===== config.mk =====
export PLATFORM = sky130hd
export DESIGN_NAME = lcd_mode_sequencer
export DESIGN_NICKNAME = d
export VERILOG_FILES = /design/src/hw/rtl/lcdms_pkg.sv /design/src/hw/rtl/lcdms_step.sv /design/src/hw/rtl/lcd_mode_sequencer.sv
export VERILOG_INCLUDE_DIRS = /design/src /design/src/hw/rtl
export SDC_FILE = /design/constraint.sdc
export NUM_CORES = 1
export LEC_CHECK = 0
export ABC_CLOCK_PERIOD_IN_PS = 3180
export BUFFER_PORTS_ARGS = -buffer_cell sky130_fd_sc_hd__buf_2
export CAP_MARGIN = 10
export CORE_MARGIN = 5
export CORE_UTILIZATION = 39
export DETAILED_ROUTE_END_ITERATION = 6
export PLACE_DENSITY_LB_ADDON = 0.25
export SLEW_MARGIN = 20
export SYNTH_ARGS = -nofsm -noshare
export SYNTH_HDL_FRONTEND = slang
export SYNTH_SLANG_ARGS = --single-unit

===== constraint.sdc =====
create_clock -name clk -period 3.18 [get_ports clk]
set_clock_uncertainty 0.05 [all_clocks]
set_input_delay 0.636 -clock clk [delete_from_list [all_inputs] [get_ports clk]]
set_output_delay 0.636 -clock clk [all_outputs]
set_load 0.02 [all_outputs]

===== src/hw/rtl/lcd_mode_sequencer_defines.svh =====
// ---------------------------------------------------------------------------
// LCD mode sequencer assertion macros
// Clocked on clk, disabled while rst_n is low.
// ---------------------------------------------------------------------------
`ifndef LCD_MODE_SEQUENCER_DEFINES_SVH
`define LCD_MODE_SEQUENCER_DEFINES_SVH

`ifndef NO_ASSERTIONS
// Check that a condition holds at every clock edge
`define LCDMS_ASSERT(lbl, cond, msg) \
  lbl: assert property (@(posedge clk) disable iff (!rst_n) (cond)) else $error(msg);
// Check that the consequent holds whenever the antecedent holds
`define LCDMS_IMPLY(lbl, ante, cons, msg) \
  lbl: assert property (@(posedge clk) disable iff (!rst_n) (ante) |-> (cons)) else $error(msg);
`else
`define LCDMS_ASSERT(lbl, cond, msg)
`define LCDMS_IMPLY(lbl, ante, cons, msg)
`endif

`endif


===== src/hw/rtl/lcdms_pkg.sv =====
// ---------------------------------------------------------------------------
// lcdms_pkg
// Widths, phase and mode codes, register indexes and shared types of the
// LCD mode sequencer.
// ---------------------------------------------------------------------------
package lcdms_pkg;

  localparam int LCDMS_CYC_W      = 6;
  localparam int LCDMS_DOT_W      = 10;
  localparam int LCDMS_LINE_W     = 8;
  localparam int LCDMS_CFG_IDX_W  = 2;
  localparam int LCDMS_CFG_DATA_W = 8;

  // Default phase lengths in machine cycles
  localparam int unsigned LCDMS_OAM_CLOCKS      = 80;
  localparam int unsigned LCDMS_TRANSFER_CLOCKS = 172;
  localparam int unsigned LCDMS_HBLANK_CLOCKS   = 204;
  localparam int unsigned LCDMS_LINE_CLOCKS     = 456;

  // Internal phase codes
  localparam logic [1:0] PH_OAM    = 2'd0;
  localparam logic [1:0] PH_XFER   = 2'd1;
  localparam logic [1:0] PH_HBLANK = 2'd2;
  localparam logic [1:0] PH_VBLANK = 2'd3;

  // Status mode codes
  localparam logic [1:0] MODE_HBLANK = 2'd0;
  localparam logic [1:0] MODE_VBLANK = 2'd1;
  localparam logic [1:0] MODE_OAM    = 2'd2;
  localparam logic [1:0] MODE_XFER   = 2'd3;

  // Line numbers
  localparam logic [LCDMS_LINE_W-1:0] VBLANK_LINE = 8'd144;
  localparam logic [LCDMS_LINE_W-1:0] LAST_LINE   = 8'd154;

  // Configuration register indexes
  localparam logic [LCDMS_CFG_IDX_W-1:0] REG_HBLANK_EN = 2'd0;
  localparam logic [LCDMS_CFG_IDX_W-1:0] REG_MATCH_EN  = 2'd1;
  localparam logic [LCDMS_CFG_IDX_W-1:0] REG_LINE_CMP  = 2'd2;

  typedef struct packed {
    logic [1:0]              phase;
    logic [LCDMS_DOT_W-1:0]  dot_count;
    logic [LCDMS_LINE_W-1:0] line_count;
    logic [1:0]              mode_bits;
    logic                    match_flag;
  } lcdms_state_t;

  typedef struct packed {
    logic                    hblank_irq_enable;
    logic                    match_irq_enable;
    logic [LCDMS_LINE_W-1:0] line_compare;
  } lcdms_cfg_t;

  typedef struct packed {
    logic stat_irq;
    logic vblank_irq;
    logic line_done;
    logic frame_done;
  } lcdms_flags_t;

endpackage


===== src/hw/rtl/lcdms_step.sv =====
// ---------------------------------------------------------------------------
// lcdms_step
// One tick of the phase sequencer: add the elapsed cycles, compare with the
// current phase length, and make at most one phase change.
// ---------------------------------------------------------------------------
module lcdms_step
  import lcdms_pkg::*;
#(
  parameter int unsigned OAM_CLOCKS      = LCDMS_OAM_CLOCKS,
  parameter int unsigned TRANSFER_CLOCKS = LCDMS_TRANSFER_CLOCKS,
  parameter int unsigned HBLANK_CLOCKS   = LCDMS_HBLANK_CLOCKS,
  parameter int unsigned LINE_CLOCKS     = LCDMS_LINE_CLOCKS
) (
  input  lcdms_state_t           cur,
  input  lcdms_cfg_t             cfg,
  input  logic [LCDMS_CYC_W-1:0] cycles,
  output lcdms_state_t           nxt,
  output lcdms_flags_t           flags
);

  localparam logic [LCDMS_DOT_W-1:0] OAM_LEN    = LCDMS_DOT_W'(OAM_CLOCKS);
  localparam logic [LCDMS_DOT_W-1:0] XFER_LEN   = LCDMS_DOT_W'(TRANSFER_CLOCKS);
  localparam logic [LCDMS_DOT_W-1:0] HBLANK_LEN = LCDMS_DOT_W'(HBLANK_CLOCKS);
  localparam logic [LCDMS_DOT_W-1:0] LINE_LEN   = LCDMS_DOT_W'(LINE_CLOCKS);

  logic [LCDMS_DOT_W-1:0]  len;
  logic [LCDMS_DOT_W-1:0]  sum;
  logic [LCDMS_LINE_W-1:0] line_inc;
  logic                    match;

  // Select the length of the current phase
  always_comb begin
    case (cur.phase)
      PH_OAM:    len = OAM_LEN;
      PH_XFER:   len = XFER_LEN;
      PH_HBLANK: len = HBLANK_LEN;
      default:   len = LINE_LEN;
    endcase
  end

  assign sum      = cur.dot_count + LCDMS_DOT_W'(cycles);
  assign line_inc = cur.line_count + 1'b1;
  assign match    = (cur.line_count == cfg.line_compare);

  // Advance the phase (in vblank, the line) when the counter reaches its length
  always_comb begin
    nxt       = cur;
    nxt.dot_count = sum;
    flags     = '0;
    if (sum >= len) begin
      nxt.dot_count = sum - len;
      case (cur.phase)
        PH_OAM: begin
          nxt.phase     = PH_XFER;
          nxt.mode_bits = MODE_XFER;
        end
        PH_XFER: begin
          nxt.phase      = PH_HBLANK;
          nxt.mode_bits  = MODE_HBLANK;
          nxt.match_flag = match;
          flags.stat_irq = cfg.hblank_irq_enable | (cfg.match_irq_enable & match);
        end
        PH_HBLANK: begin
          flags.line_done = 1'b1;
          nxt.line_count  = line_inc;
          if (line_inc == VBLANK_LINE) begin
            nxt.phase        = PH_VBLANK;
            nxt.mode_bits    = MODE_VBLANK;
            flags.vblank_irq = 1'b1;
          end else begin
            nxt.phase     = PH_OAM;
            nxt.mode_bits = MODE_OAM;
          end
        end
        default: begin
          nxt.line_count = line_inc;
          if (line_inc == LAST_LINE) begin
            flags.frame_done = 1'b1;
            nxt.line_count   = '0;
            nxt.phase        = PH_OAM;
            nxt.mode_bits    = MODE_OAM;
          end
        end
      endcase
    end
  end

endmodule


===== src/hw/rtl/lcd_mode_sequencer.sv =====
// ---------------------------------------------------------------------------
// lcd_mode_sequencer
// Display phase timing: OAM search, pixel transfer, hblank and vblank, with
// line counting, STAT and vblank requests. One result per tick.
// ---------------------------------------------------------------------------
//  channel | direction | handshake            | payload
//  in_     | input     | in_valid / in_ready   | in_cycles_elapsed
//  out_    | output    | out_valid / out_ready | mode, line, flags
//  cfg_    | input     | cfg_we                | cfg_index, cfg_wdata
//
//  Each tick is registered, then stepped into the result register; one
//  tick per cycle sustained while out_ready holds, bound by the
//  single add, compare and subtract on the dot counter.
//  Reset (synchronous, rst_n low) puts the sequencer in OAM search, line 0.
//  A stalled result holds its stage; the input stage keeps taking ticks
//  until both stages are full.
// ---------------------------------------------------------------------------
`include "lcd_mode_sequencer_defines.svh"

module lcd_mode_sequencer
  import lcdms_pkg::*;
#(
  parameter int unsigned OAM_CLOCKS      = LCDMS_OAM_CLOCKS,
  parameter int unsigned TRANSFER_CLOCKS = LCDMS_TRANSFER_CLOCKS,
  parameter int unsigned HBLANK_CLOCKS   = LCDMS_HBLANK_CLOCKS,
  parameter int unsigned LINE_CLOCKS     = LCDMS_LINE_CLOCKS
) (
  input  logic                        clk,
  input  logic                        rst_n,
  // configuration
  input  logic                        cfg_we,
  input  logic [LCDMS_CFG_IDX_W-1:0]  cfg_index,
  input  logic [LCDMS_CFG_DATA_W-1:0] cfg_wdata,
  // ticks
  input  logic                        in_valid,
  output logic                        in_ready,
  input  logic [LCDMS_CYC_W-1:0]      in_cycles_elapsed,
  // results
  output logic                        out_valid,
  input  logic                        out_ready,
  output logic [1:0]                  out_mode,
  output logic [LCDMS_LINE_W-1:0]     out_current_line,
  output logic                        out_coincidence,
  output logic                        out_stat_irq,
  output logic                        out_vblank_irq,
  output logic                        out_line_done,
  output logic                        out_frame_done
);

  lcdms_cfg_t                 cfg_r;
  lcdms_state_t               state_r;
  lcdms_state_t               state_nxt;
  lcdms_flags_t               flags_nxt;
  lcdms_flags_t               out_flags_r;
  logic                       in_valid_r;
  logic [LCDMS_CYC_W-1:0]     in_cycles_r;
  logic                       out_valid_r;
  logic [1:0]                 out_mode_r;
  logic [LCDMS_LINE_W-1:0]    out_line_r;
  logic                       out_match_r;
  logic                       step_go;

  // Write configuration registers; ignore unused indexes
  always_ff @(posedge clk) begin
    if (!rst_n) begin
      cfg_r <= '0;
    end else if (cfg_we) begin
      case (cfg_index)
        REG_HBLANK_EN: cfg_r.hblank_irq_enable <= cfg_wdata[0];
        REG_MATCH_EN:  cfg_r.match_irq_enable  <= cfg_wdata[0];
        REG_LINE_CMP:  cfg_r.line_compare      <= cfg_wdata;
        default:       ;
      endcase
    end
  end

  // Advance a tick when the result register is free or being emptied
  assign step_go  = in_valid_r && (!out_valid_r || out_ready);
  assign in_ready = !in_valid_r || step_go;

  // Hold the incoming tick
  always_ff @(posedge clk) begin
    if (!rst_n) begin
      in_valid_r <= 1'b0;
    end else if (in_ready) begin
      in_valid_r <= in_valid;
    end
  end

  always_ff @(posedge clk) begin
    if (in_ready && in_valid) begin
      in_cycles_r <= in_cycles_elapsed;
    end
  end

  lcdms_step #(
    .OAM_CLOCKS      (OAM_CLOCKS),
    .TRANSFER_CLOCKS (TRANSFER_CLOCKS),
    .HBLANK_CLOCKS   (HBLANK_CLOCKS),
    .LINE_CLOCKS     (LINE_CLOCKS)
  ) u_step (
    .cur    (state_r),
    .cfg    (cfg_r),
    .cycles (in_cycles_r),
    .nxt    (state_nxt),
    .flags  (flags_nxt)
  );

  // Update sequencer state
  always_ff @(posedge clk) begin
    if (!rst_n) begin
      state_r <= '{phase: PH_OAM, dot_count: '0, line_count: '0,
                   mode_bits: MODE_HBLANK, match_flag: 1'b0};
    end else if (step_go) begin
      state_r <= state_nxt;
    end
  end

  // Track the result register
  always_ff @(posedge clk) begin
    if (!rst_n) begin
      out_valid_r <= 1'b0;
    end else if (step_go) begin
      out_valid_r <= 1'b1;
    end else if (out_ready) begin
      out_valid_r <= 1'b0;
    end
  end

  always_ff @(posedge clk) begin
    if (step_go) begin
      out_mode_r  <= state_nxt.mode_bits;
      out_line_r  <= state_nxt.line_count;
      out_match_r <= state_nxt.match_flag;
      out_flags_r <= flags_nxt;
    end
  end

  assign out_valid        = out_valid_r;
  assign out_mode         = out_mode_r;
  assign out_current_line = out_line_r;
  assign out_coincidence  = out_match_r;
  assign out_stat_irq     = out_flags_r.stat_irq;
  assign out_vblank_irq   = out_flags_r.vblank_irq;
  assign out_line_done    = out_flags_r.line_done;
  assign out_frame_done   = out_flags_r.frame_done;

  // Line stays in the frame; vblank only on its lines; STAT at hblank start; frame end wraps
  `LCDMS_ASSERT(a_line_range, state_r.line_count < LAST_LINE, "line count out of frame")
  `LCDMS_IMPLY(a_vblank_line, state_r.phase == PH_VBLANK, state_r.line_count >= VBLANK_LINE, "vblank phase on a visible line")
  `LCDMS_IMPLY(a_stat_mode, out_valid_r && out_flags_r.stat_irq, out_mode_r == MODE_HBLANK, "stat request outside hblank start")
  `LCDMS_IMPLY(a_frame_line, out_valid_r && out_flags_r.frame_done, out_line_r == '0 && out_mode_r == MODE_OAM, "frame end without wrap")

endmodule


==> results of run 1 <==
-- power by group --
| group | internal, uW | switching [uW] | total, uW |
|---|---|---|---|
| Combinational | 1300 | 1400 | 2700 |
| Clock | 159 | 243 | 402 |
| Sequential | 877 | 94.7 | 972 |
| Total | 2340 | 1740 | 4080 |
-- registers in the layout, summed over array words and instances (netlist names) --
name              cells
out_frame_done        1
out_mode              2
state_r              23
out_current_line      8
in_cycles_r           6
out_vblank_irq        1
out_coincidence       1
out_stat_irq          1
in_valid_r            1
cfg_r                10
out_valid             1
out_line_done         1
-- cells by family (layout without fill, tap and decap cells) --
group | after synthesis | after routing | share of synthesized area
flops | 56 | 56 | 0.3748
compound gates | 100 | 100 | 0.1814
buf+inv | 41 | 112 | 0.04860
xor+xnor | 21 | 21 | 0.05178
simple gates | 154 | 154 | 0.2145
mux | 17 | 17 | 0.05072
fa+ha+maj | 21 | 21 | 0.07820
-- metrics by stage --
| stage | setup WS, ns | power, uW |
|---|---|---|
| after floorplan | 0.004950 | 2331 |
| after global placement | -0.2095 | 3059 |
| after detailed placement | -0.3432 | 3092 |
| after CTS | -0.1914 | 3778 |
| after global routing | -0.3202 | 4351 |
| final | -0.1291 | 4077 |
-- critical path, stage by stage, from the launching register on --
cell,delay (ns)
dfxtp_4,0.38
ha_4,0.14
inv_2,0.03
fa_2,0.33
nor2b_1,0.12
o21a_1,0.15
o21ai_2,0.09
a2111oi_2,0.34
nand3b_1,0.23
ha_4,0.19
nor3_1,0.05
o21ai_1,0.14
o311ai_4,0.16
buf_4,0.17
a31oi_4,0.21
buf_6,0.17
nor2_1,0.06
a211oi_1,0.20
-- layer usage --
metal,global-route usage,wire length [um],vias to the layer above,part of all wire
met4,0.04124,126,0,0.014
met1,0.2154,4194,1479,0.46
li1,-,-,1590,-
met2,0.2760,4494,71,0.49
met5,0,0,-,0
met3,0.02506,400,11,0.043
-- worst paths after layout --
kind	from	end	cells past startpoint
setup / recovery	state_r[11]	state_r[10]	17
hold reg to reg	cfg_r[8]	cfg_r[8]	2
hold / removal	in_cycles_elapsed[5]	in_cycles_r[5]	1
setup reg to reg	state_r[11]	state_r[10]	17
-- area by class of cell --
type                            count  area [sq um]
Inverter                           18         67.56
Fill cell                         825          4197
Timing Repair Buffer               86         608.1
Tap cell                          108         135.1
Clock buffer                        5         68.82
Multi-Input combinational cell    313          2372
Sequential cell                    56          1335
Clock inverter                      3         22.52
-- synthesized netlist by cell type (2+ instances only) --
cell | number | share of area
a21oi_1 | 33 | 0.046
o21ai_1 | 6 | 0.0085
o21ai_0 | 18 | 0.025
xnor2_1 | 16 | 0.039
a21oi_2 | 3 | 0.0074
nand4b_1 | 4 | 0.0099
a22o_1 | 2 | 0.0049
mux2_4 | 2 | 0.0085
nor3b_1 | 6 | 0.013
or2_2 | 3 | 0.0053
inv_1 | 18 | 0.019
a211oi_1 | 5 | 0.011
nor3_1 | 13 | 0.018
mux2i_1 | 15 | 0.042
edfxtp_1 | 21 | 0.18
and2_1 | 6 | 0.011
fa_1 | 2 | 0.011
nand2_1 | 41 | 0.043
nor2_1 | 43 | 0.045
buf_2 | 3 | 0.0042
xor2_1 | 5 | 0.012
a21o_1 | 7 | 0.015
clkbuf_1 | 17 | 0.018
o22ai_1 | 2 | 0.0035
or3_1 | 4 | 0.0070
buf_4 | 2 | 0.0042
ha_1 | 19 | 0.067
nand3_1 | 11 | 0.015
o21bai_1 | 3 | 0.0063
and3_1 | 3 | 0.0053
a31oi_1 | 4 | 0.0070
nand3b_1 | 5 | 0.011
o211a_1 | 2 | 0.0056
nand2b_1 | 4 | 0.0070
dfxtp_1 | 35 | 0.20
a22oi_1 | 2 | 0.0042
nor2b_1 | 4 | 0.0070
-- placed cells by master, fill, tap and decap left out, types with 5 or more instances in the layout --
master     n
buf_4     39
buf_2     37
nor2_1    36
dfxtp_1   34
nand2_1   32
a21oi_1   24
edfxtp_1  21
inv_1     16
xnor2_1   16
mux2i_1   15
o21ai_0   14
ha_1      14
nand3_1   10
a21oi_2   10
nand2_2    8
buf_6      8
nor3_1     7
a21o_1     7
and2_1     6
o21ai_1    6
nand3b_1   5
nor3b_1    5
ha_4       5
clkbuf_8   5
-- timing repair --
item                       4_1_cts  5_1_grt
gates cloned                     0        1
hold endpoints to repair         0        0
resized for setup               28       48
setup buffers                    8        3
pin swaps                       20       32
setup endpoints to repair       36       36
==> flow_summary.ini, run 1 <==
[outcome]
outcome = finished with violations
violations = negative setup slack

[floorplanning]
row_count = 34
die_w_um = 105.4
num_io_pins = 38
die-area_sq_um = 11120
die_h_um = 105.4
coreArea_sq_um = 8806
initial_core_util = 0.4034

[setup_path]
critical_path_class = reg2reg
cp-start-kind = register
critical_path_peak_fanout = 6
required_ns = 3.35
critPathArrivalTime_ns = 3.48
end_kind = register
rrSetupSlack_ns = -0.13

[logic_synthesis]
synth.cell_area_sq_um = 3552
ys_ff_latch = 56
async_flop_share = 0
syn_nets = 452
ys_seq_area_frac = 0.3748
synth_edf_count = 21
postSynthCellCount = 410
ys_types = 58
syn_avg_cell_area_sq_um = 8.664
synthFlopType = dfxtp_1
yosys_warnings = 0

[pwr]
ir_worst_vdd_mv = 0.4002
power-per-cell-area_nw_per_um2 = 884.4
leakage_uw = 0.001923

[route]
wire_per_inst_um = 15.65
first_iter_violations = 114
drc = 0
wl_um = 9216
vias = 3151
viasPerCell = 5.350
ant_nets = 0
drt_pass1_iterations = 4

[sta]
worst_slack_ns = -0.1291
relSlewSlack = 0.4840
maxSlewViolCount = 0
hold_viol_final = 0
setup_viol = 33
tns_ns = -2.292
rsz0062_at_grt = true
fin_hold_ws_ns = 0.4500
min_period_ns = 3.309
tightest_slew_ns = 0.7732
timing.final.crit_share = 1.041
fmax_mhz = 302.2

[clock_tree]
cts_hold_buf = 0
cts_sinks = 56
clk_pin_slew_ns = 0.11
cts_buffer_depth = 2
numCtsBuffers = 5
htreeDepth = 2
clockRootBuffer = clkbuf_8
cts_tree = built
clk_latency_ns = 0.31

[hold_path]
hp-class = in2reg

[finish]
final_nets = 522
layoutNonFillerInstCount = 589
area_delta_synth_final_pct = 29.76
fin_util = 0.5234
drive_gt1_frac = 0.3347
antenna_cells = 0
fin_area_sq_um = 4609

[placed_design]
place_inst = 570
place.gp.congestion = 0.9129
io_buffers = 37
place_area_sq_um = 4144
hpwl_um = 6665

[global_route]
grt.total_usage = 0.1622
antenna_found_initial = 0
grt_max_degree = 23
grt_pass1_vias = 3066
grt_pass1_wl_um = 14950
grt_overflow = 0

[run]
max_cap_violations = 0
(Power assumes the default switching activity.)
==> run 2, diff against run 1 <==
Settings changed: ABC_CLOCK_PERIOD_IN_PS 3180 to 3100, CORE_MARGIN 5 to unset.
Clock period 3.18 ns to 3.1 ns, I/O delays scaled along.
==> run 2 against run 1 <==
  * The flow still finishes with violations (negative setup slack)
  * Combinational power is 15% higher
  * Utilization is 2.5 points higher
  * Sequential cell count stayed put
  * Power is 13% higher
  * Critical path depth is 2 lower
  * Setup slack worse by 0.16 ns
  * Wire length is 4.4% higher
  * Critical path type unchanged
  * Largest cell class unchanged
==> flow_summary.ini, run 2 (synthesis results as in run 1) <==
[clock_tree]
clk_pin_slew_ns = 0.10
cts_sinks = 56
cts_buffer_depth = 2
htreeDepth = 2
cts_tree = built
clockRootBuffer = clkbuf_8
numCtsBuffers = 5
clk_latency_ns = 0.31
cts_hold_buf = 0

[sta]
tns_ns = -7.519
rsz0062_at_grt = true
setup_viol = 36
tightest_slew_ns = 0.8938
fin_hold_ws_ns = 0.4191
timing.final.crit_share = 1.093
maxSlewViolCount = 0
fmax_mhz = 295.1
worst_slack_ns = -0.2881
min_period_ns = 3.388
relSlewSlack = 0.4035
hold_viol_final = 0

[finish]
antenna_cells = 0
largest_register = state_r
fillers = 797
fin_util = 0.5485
ff_latch_area_sq_um = 1333
layoutNonFillerInstCount = 606
area_delta_synth_final_pct = 35.33
mostFrequentLayoutCell = buf_4
layout_common_cells = buf_4 (47), buf_2 (37), nor2_1 (36)
drive_gt1_frac = 0.3534
multi_input_area_sq_um = 2365
final_nets = 539
largest_reg_flops = 23

[setup_path]
critPathTopFamily = compound AO/OA/AOI/OAI gates
crit_buf_inv = 3
slowest_stage = edfxtp_1
critical_path_peak_fanout = 5
end_kind = register
critPathArrivalTime_ns = 3.42
r2r_start = in_cycles_r[3]
cp_cell_sequence = ha_4 -> nand3_2 -> or2_4 -> a21oi_4 -> o21ai_0 -> xnor2_1 -> ha_1 -> inv_1 -> a211oi_4 -> o2111ai_4 -> buf_4 -> buf_6 -> and3_4 -> nor2_1 -> nor2_1
crit_top_cell = nor2_1
crit_start = in_cycles_r[3]
cp-start-kind = register
required_ns = 3.13
cpPeakStageDelay_ns = 0.43
critical_path_class = reg2reg

[placed_design]
io_buffers = 37
place.gp.congestion = 0.8637
place_inst = 573
hpwl_um = 6482

[pwr]
pwr-share-comb = 0.675
leakage_uw = 0.002035
clockPowerShare = 0.109
switchingPower_uw = 1870
p_sw_frac = 0.4066
power.total_uw = 4598
power-per-cell-area_nw_per_um2 = 956.5
ir_worst_vdd_mv = 0.4699
p_int_uw = 2728
seqPwrFrac = 0.216

[floorplanning]
die_w_um = 97.44
num_io_pins = 38
coreArea_sq_um = 8763
die_h_um = 97.44
initial_core_util = 0.4053
row_count = 34
die-area_sq_um = 9494

[global_route]
grt.total_usage = 0.2137
grt_pass1_vias = 3340
grt_pass1_wl_um = 16130
grt_overflow = 0
grt_max_degree = 25
antenna_found_initial = 0

[route]
wl_um = 9624
drc = 0
ant_nets = 0
vias = 3297
first_iter_violations = 140
wire_per_inst_um = 15.88
viasPerCell = 5.441
drt_pass1_iterations = 4

[run]
max_cap_violations = 0

[hold_path]
holdCritStartpoint = state_r[11]
hp-class = reg2reg

[outcome]
outcome = finished with violations
violations = negative setup slack
## run 2: what timing repair did
item | 4_1_cts | 5_1_grt
gates cloned | 3 | 0
endpoints found under the setup margin | 36 | 36
resized for setup | 49 | 19
pin swaps | 28 | 13
endpoints found under the hold margin | 0 | 0
buffers inserted | 19 | 3
## run 2: power by group through the flow
stage | Sequential (uW) | Clock [uW] | Combinational (uW)
after floorplan | 1010 | 0 | 1450
after global placement | 1000 | 0 | 2050
after detailed placement | 1010 | 0 | 2090
after CTS | 994 | 522 | 2890
after global routing | 1010 | 549 | 3320
final | 993 | 501 | 3100
## run 2: path summary, 6_finish.rpt
kind                                       endpoint  slack, ns  cells after the start
worst min register to register          state_r[11]       0.42                      2
worst min-delay path                    state_r[11]       0.42                      2
worst max register to register  out_current_line[4]      -0.29                     15
worst max-delay path            out_current_line[4]      -0.29                     15
## run 2: tightest hold or removal path: stages (launching register included)
cell,delay [ns]
dfxtp_2,0.33
nand2_1,0.05
a21oi_1,0.06
## run 2: through the flow
step                setup slack [ns]  instance area [sq um]
floorplan                   -0.05508                   3664
global placement             -0.2591                   4195
detailed placement           -0.3079                   4195
CTS                          -0.2551                   4715
global route                 -0.4735                   4807
finish                       -0.2881                   4807
## run 2: per-layer routing
metal / GRT usage / share of wire
met4: 0.09050 / 0.023
met1: 0.2613 / 0.44
met3: 0.03597 / 0.039
met2: 0.3696 / 0.50
met5: 0 / 0
## run 2: layout make-up
class | instances | share of cell area
timing repair buffer | 101 | 0.1632
multi-input combinational | 315 | 0.4919
clock buffer | 8 | 0.02551
tap | 108 | 0.02811
sequential | 56 | 0.2772
inverter | 18 | 0.01406
==> run 3, diff against run 2 <==
Settings changed: ABC_AREA set to 1, CORE_UTILIZATION 39 to 37, CTS_BUF_LIST set to sky130_fd_sc_hd__clkbuf_16.
==> run 3 against run 2 <==
  * The run still ends with negative setup slack left
  * Largest cell class unchanged
  * Sequential power hardly changed
  * Fmax is 7.4% higher
  * Register-to-register slack better by 0.23 ns
  * Cell count is 7.3% higher
  * Critical path type unchanged
  * Global-route usage is 3.5 points lower
  * Wire length is 12% lower
  * Combinational power is 25% lower
  * First-iteration DRC count is 28% higher
==> flow_summary.ini, run 3 <==
[global_route]
grt_pass1_wl_um = 14080
antenna_found_initial = 0
grt_pass1_vias = 3086
grt_max_degree = 24
grt_overflow = 0
grt.total_usage = 0.1792

[hold_path]
hp-class = reg2reg
hold_depth = 2
worst_hold_path.endpoint = cfg_r[0]
holdCritStartpoint = cfg_r[0]

[sta]
worst_slack_ns = -0.05419
min_period_ns = 3.154
timing.final.crit_share = 1.017
rsz0062_at_grt = true
relSlewSlack = 0.4985
fmax_mhz = 317.0
maxSlewViolCount = 0
hold_viol_final = 0
setup_viol = 19
tightest_slew_ns = 0.7515

[placed_design]
io_buffers = 37
place_area_sq_um = 3925
hpwl_um = 6334
place_inst = 635
dp_slack_ns = -0.09101
place.gp.congestion = 0.8453

[logic_synthesis]
synthFlopType = dfxtp_1
postSynthCellCount = 479
synth_common_cells = nand2_1 (111), inv_1 (70), nor2_1 (48), dfxtp_1 (35), o21ai_0 (33)
syn_nets = 521
yosysTopAreaCell = dfxtp_1
yosys_warnings = 0
ys_types = 41
yosysMostFrequentCell = nand2_1
synth_top_area_frac = 0.1996
ys_seq_area_frac = 0.3793
syn_avg_cell_area_sq_um = 7.327
synth.area.top_cells = dfxtp_1 (20%), edfxtp_1 (18%), nand2_1 (12%), inv_1 (7.5%), ha_1 (6.8%)
ys_ff_latch = 56
synth.cell_area_sq_um = 3510
async_flop_share = 0
synth_edf_count = 21

[pwr]
power.total_uw = 3908
leakage_uw = 0.001911
ir_worst_vdd_mv = 0.4205
power-per-cell-area_nw_per_um2 = 916.0

[clock_tree]
numCtsBuffers = 5
htreeDepth = 2
cts_sinks = 56
clk_latency_ns = 0.30
cts_hold_buf = 0
clk_pin_slew_ns = 0.07
cts_buffer_depth = 2
cts_tree = built
clockRootBuffer = clkbuf_16

[finish]
area_delta_synth_final_pct = 21.57
antenna_cells = 0
final_nets = 580
fin_area_sq_um = 4267
largest_register = state_r
fin_util = 0.4639
mostFrequentLayoutCell = nand2_1
layout_common_cells = nand2_1 (107), inv_1 (67), nor2_1 (47)
largest_reg_flops = 23
layoutNonFillerInstCount = 650
drive_gt1_frac = 0.2022

[route]
wl_um = 8439
drt_pass1_iterations = 4
first_iter_violations = 179
ant_nets = 0
wire_per_inst_um = 12.98
vias = 3281
drc = 0
viasPerCell = 5.048

[setup_path]
r2r_cells = 17
end_kind = register
r2r_end = out_stat_irq
cp_cell_sequence = ha_2 -> inv_2 -> fa_2 -> nand3b_1 -> nand2_2 -> o2bb2ai_1 -> xnor2_1 -> inv_1 -> ha_1 -> inv_2 -> nor2_2 -> nor3_4 -> nand3_4 -> buf_4 -> buf_4 -> nand2_1 -> inv_1
rrSetupSlack_ns = -0.05
critical_path_peak_fanout = 7
critPathTopFamily = adder cells
cp-start-kind = register
critical_path_class = reg2reg
crit_buf_inv = 6
cpPeakStageDelay_ns = 0.34
crit_start = in_cycles_r[0]
required_ns = 3.11
slowest_stage = edfxtp_1
critPathArrivalTime_ns = 3.16
r2r_start = in_cycles_r[0]

[floorplanning]
die_w_um = 99.40
num_io_pins = 38
row_count = 35
initial_core_util = 0.3816
die_h_um = 99.40
coreArea_sq_um = 9196
die-area_sq_um = 9879

[run]
max_cap_violations = 0

[outcome]
violations = negative setup slack
outcome = finished with violations
==> run 3: cell count changes after synthesis, sizes merged, moves of 5 or more <==
cell / before / now
and2: 6 / 0
xnor2: 16 / 6
nand3: 12 / 34
nor3: 13 / 5
inv: 18 / 71
clkbuf: 17 / 7
nand4: 1 / 12
a21o: 7 / 0
o21ai: 24 / 33
nor3b: 6 / 0
nand2: 41 / 116
mux2i: 15 / 0
nor2: 43 / 48
==> run 3: layout make-up <==
cell class | instances | area, sq um
fillers | 951 | 4930
multi-input cells | 338 | 1954
flip-flops and latches | 56 | 1333
repair buffers | 64 | 404.1
inverters | 72 | 286.5
well taps | 111 | 138.9
clock buffers | 5 | 125.1
clock inverters | 3 | 17.52
repair inverters | 1 | 7.507
==> run 3: where the power goes <==
group	leakage, uW	switching (uW)	internal [uW]
Clock	0.0000754	271	299
Combinational	0.00135	1340	1000
Sequential	0.000489	101	899
Total	0.00191	1710	2200
==> run 3: worst min-delay path, stage by stage, from the launching register on <==
cell and delay, ns:
dfxtp_1 0.33, inv_1 0.05, a21oi_1 0.05
==> run 3: how the worst max path moves through the flow <==
stage	end	slack, ns	cells after the start
4_1_cts	out_vblank_irq	-0.03	19
6_report	out_stat_irq	-0.05	17
5_1_grt	state_r[2]	-0.26	18
3_5_place_dp	out_current_line[7]	-0.09	16
3_3_place_gp	state_r[21]	0.05	18
2_1_floorplan	out_current_line[0]	0.0007	18
==> run 3: what timing repair did <==
item / CTS / global route
cloned: 1 / 0
endpoints found under the hold margin: 0 / 0
setup buffers: 3 / 3
endpoints found under the setup margin: 27 / 36
pin swaps: 0 / 7
resized for setup: 13 / 26
==> run 3: metal layers <==
| metal | vias up | GRT usage | wire length [um] |
|---|---|---|---|
| met2 | 88 | 0.3120 | 4068 |
| met5 | - | 0 | 0 |
| met3 | 7 | 0.02600 | 348 |
| met1 | 1489 | 0.2265 | 3930 |
| li1 | 1697 | - | - |
| met4 | 0 | 0.06222 | 91 |
==> run 3: through the flow <==
step / TNS [ns] / hold WS, ns
6_report: -0.4257 / 0.4149
2_1_floorplan: 0 / 0.3857
3_5_place_dp: -0.8878 / 0.4046
5_1_grt: -7.323 / 0.4295
4_1_cts: -0.06086 / 0.4158
3_3_place_gp: 0 / 0.4003
==> run 3: cell families (layout without fill, tap and decap cells) <==
kind of cell,Yosys count,count (layout),share of synthesized area
compound gates,82,82,0.1283
xor+xnor,14,14,0.03494
fa+ha+maj,21,21,0.07915
buf+inv,85,145,0.09839
flops,56,56,0.3793
simple gates,221,221,0.2799
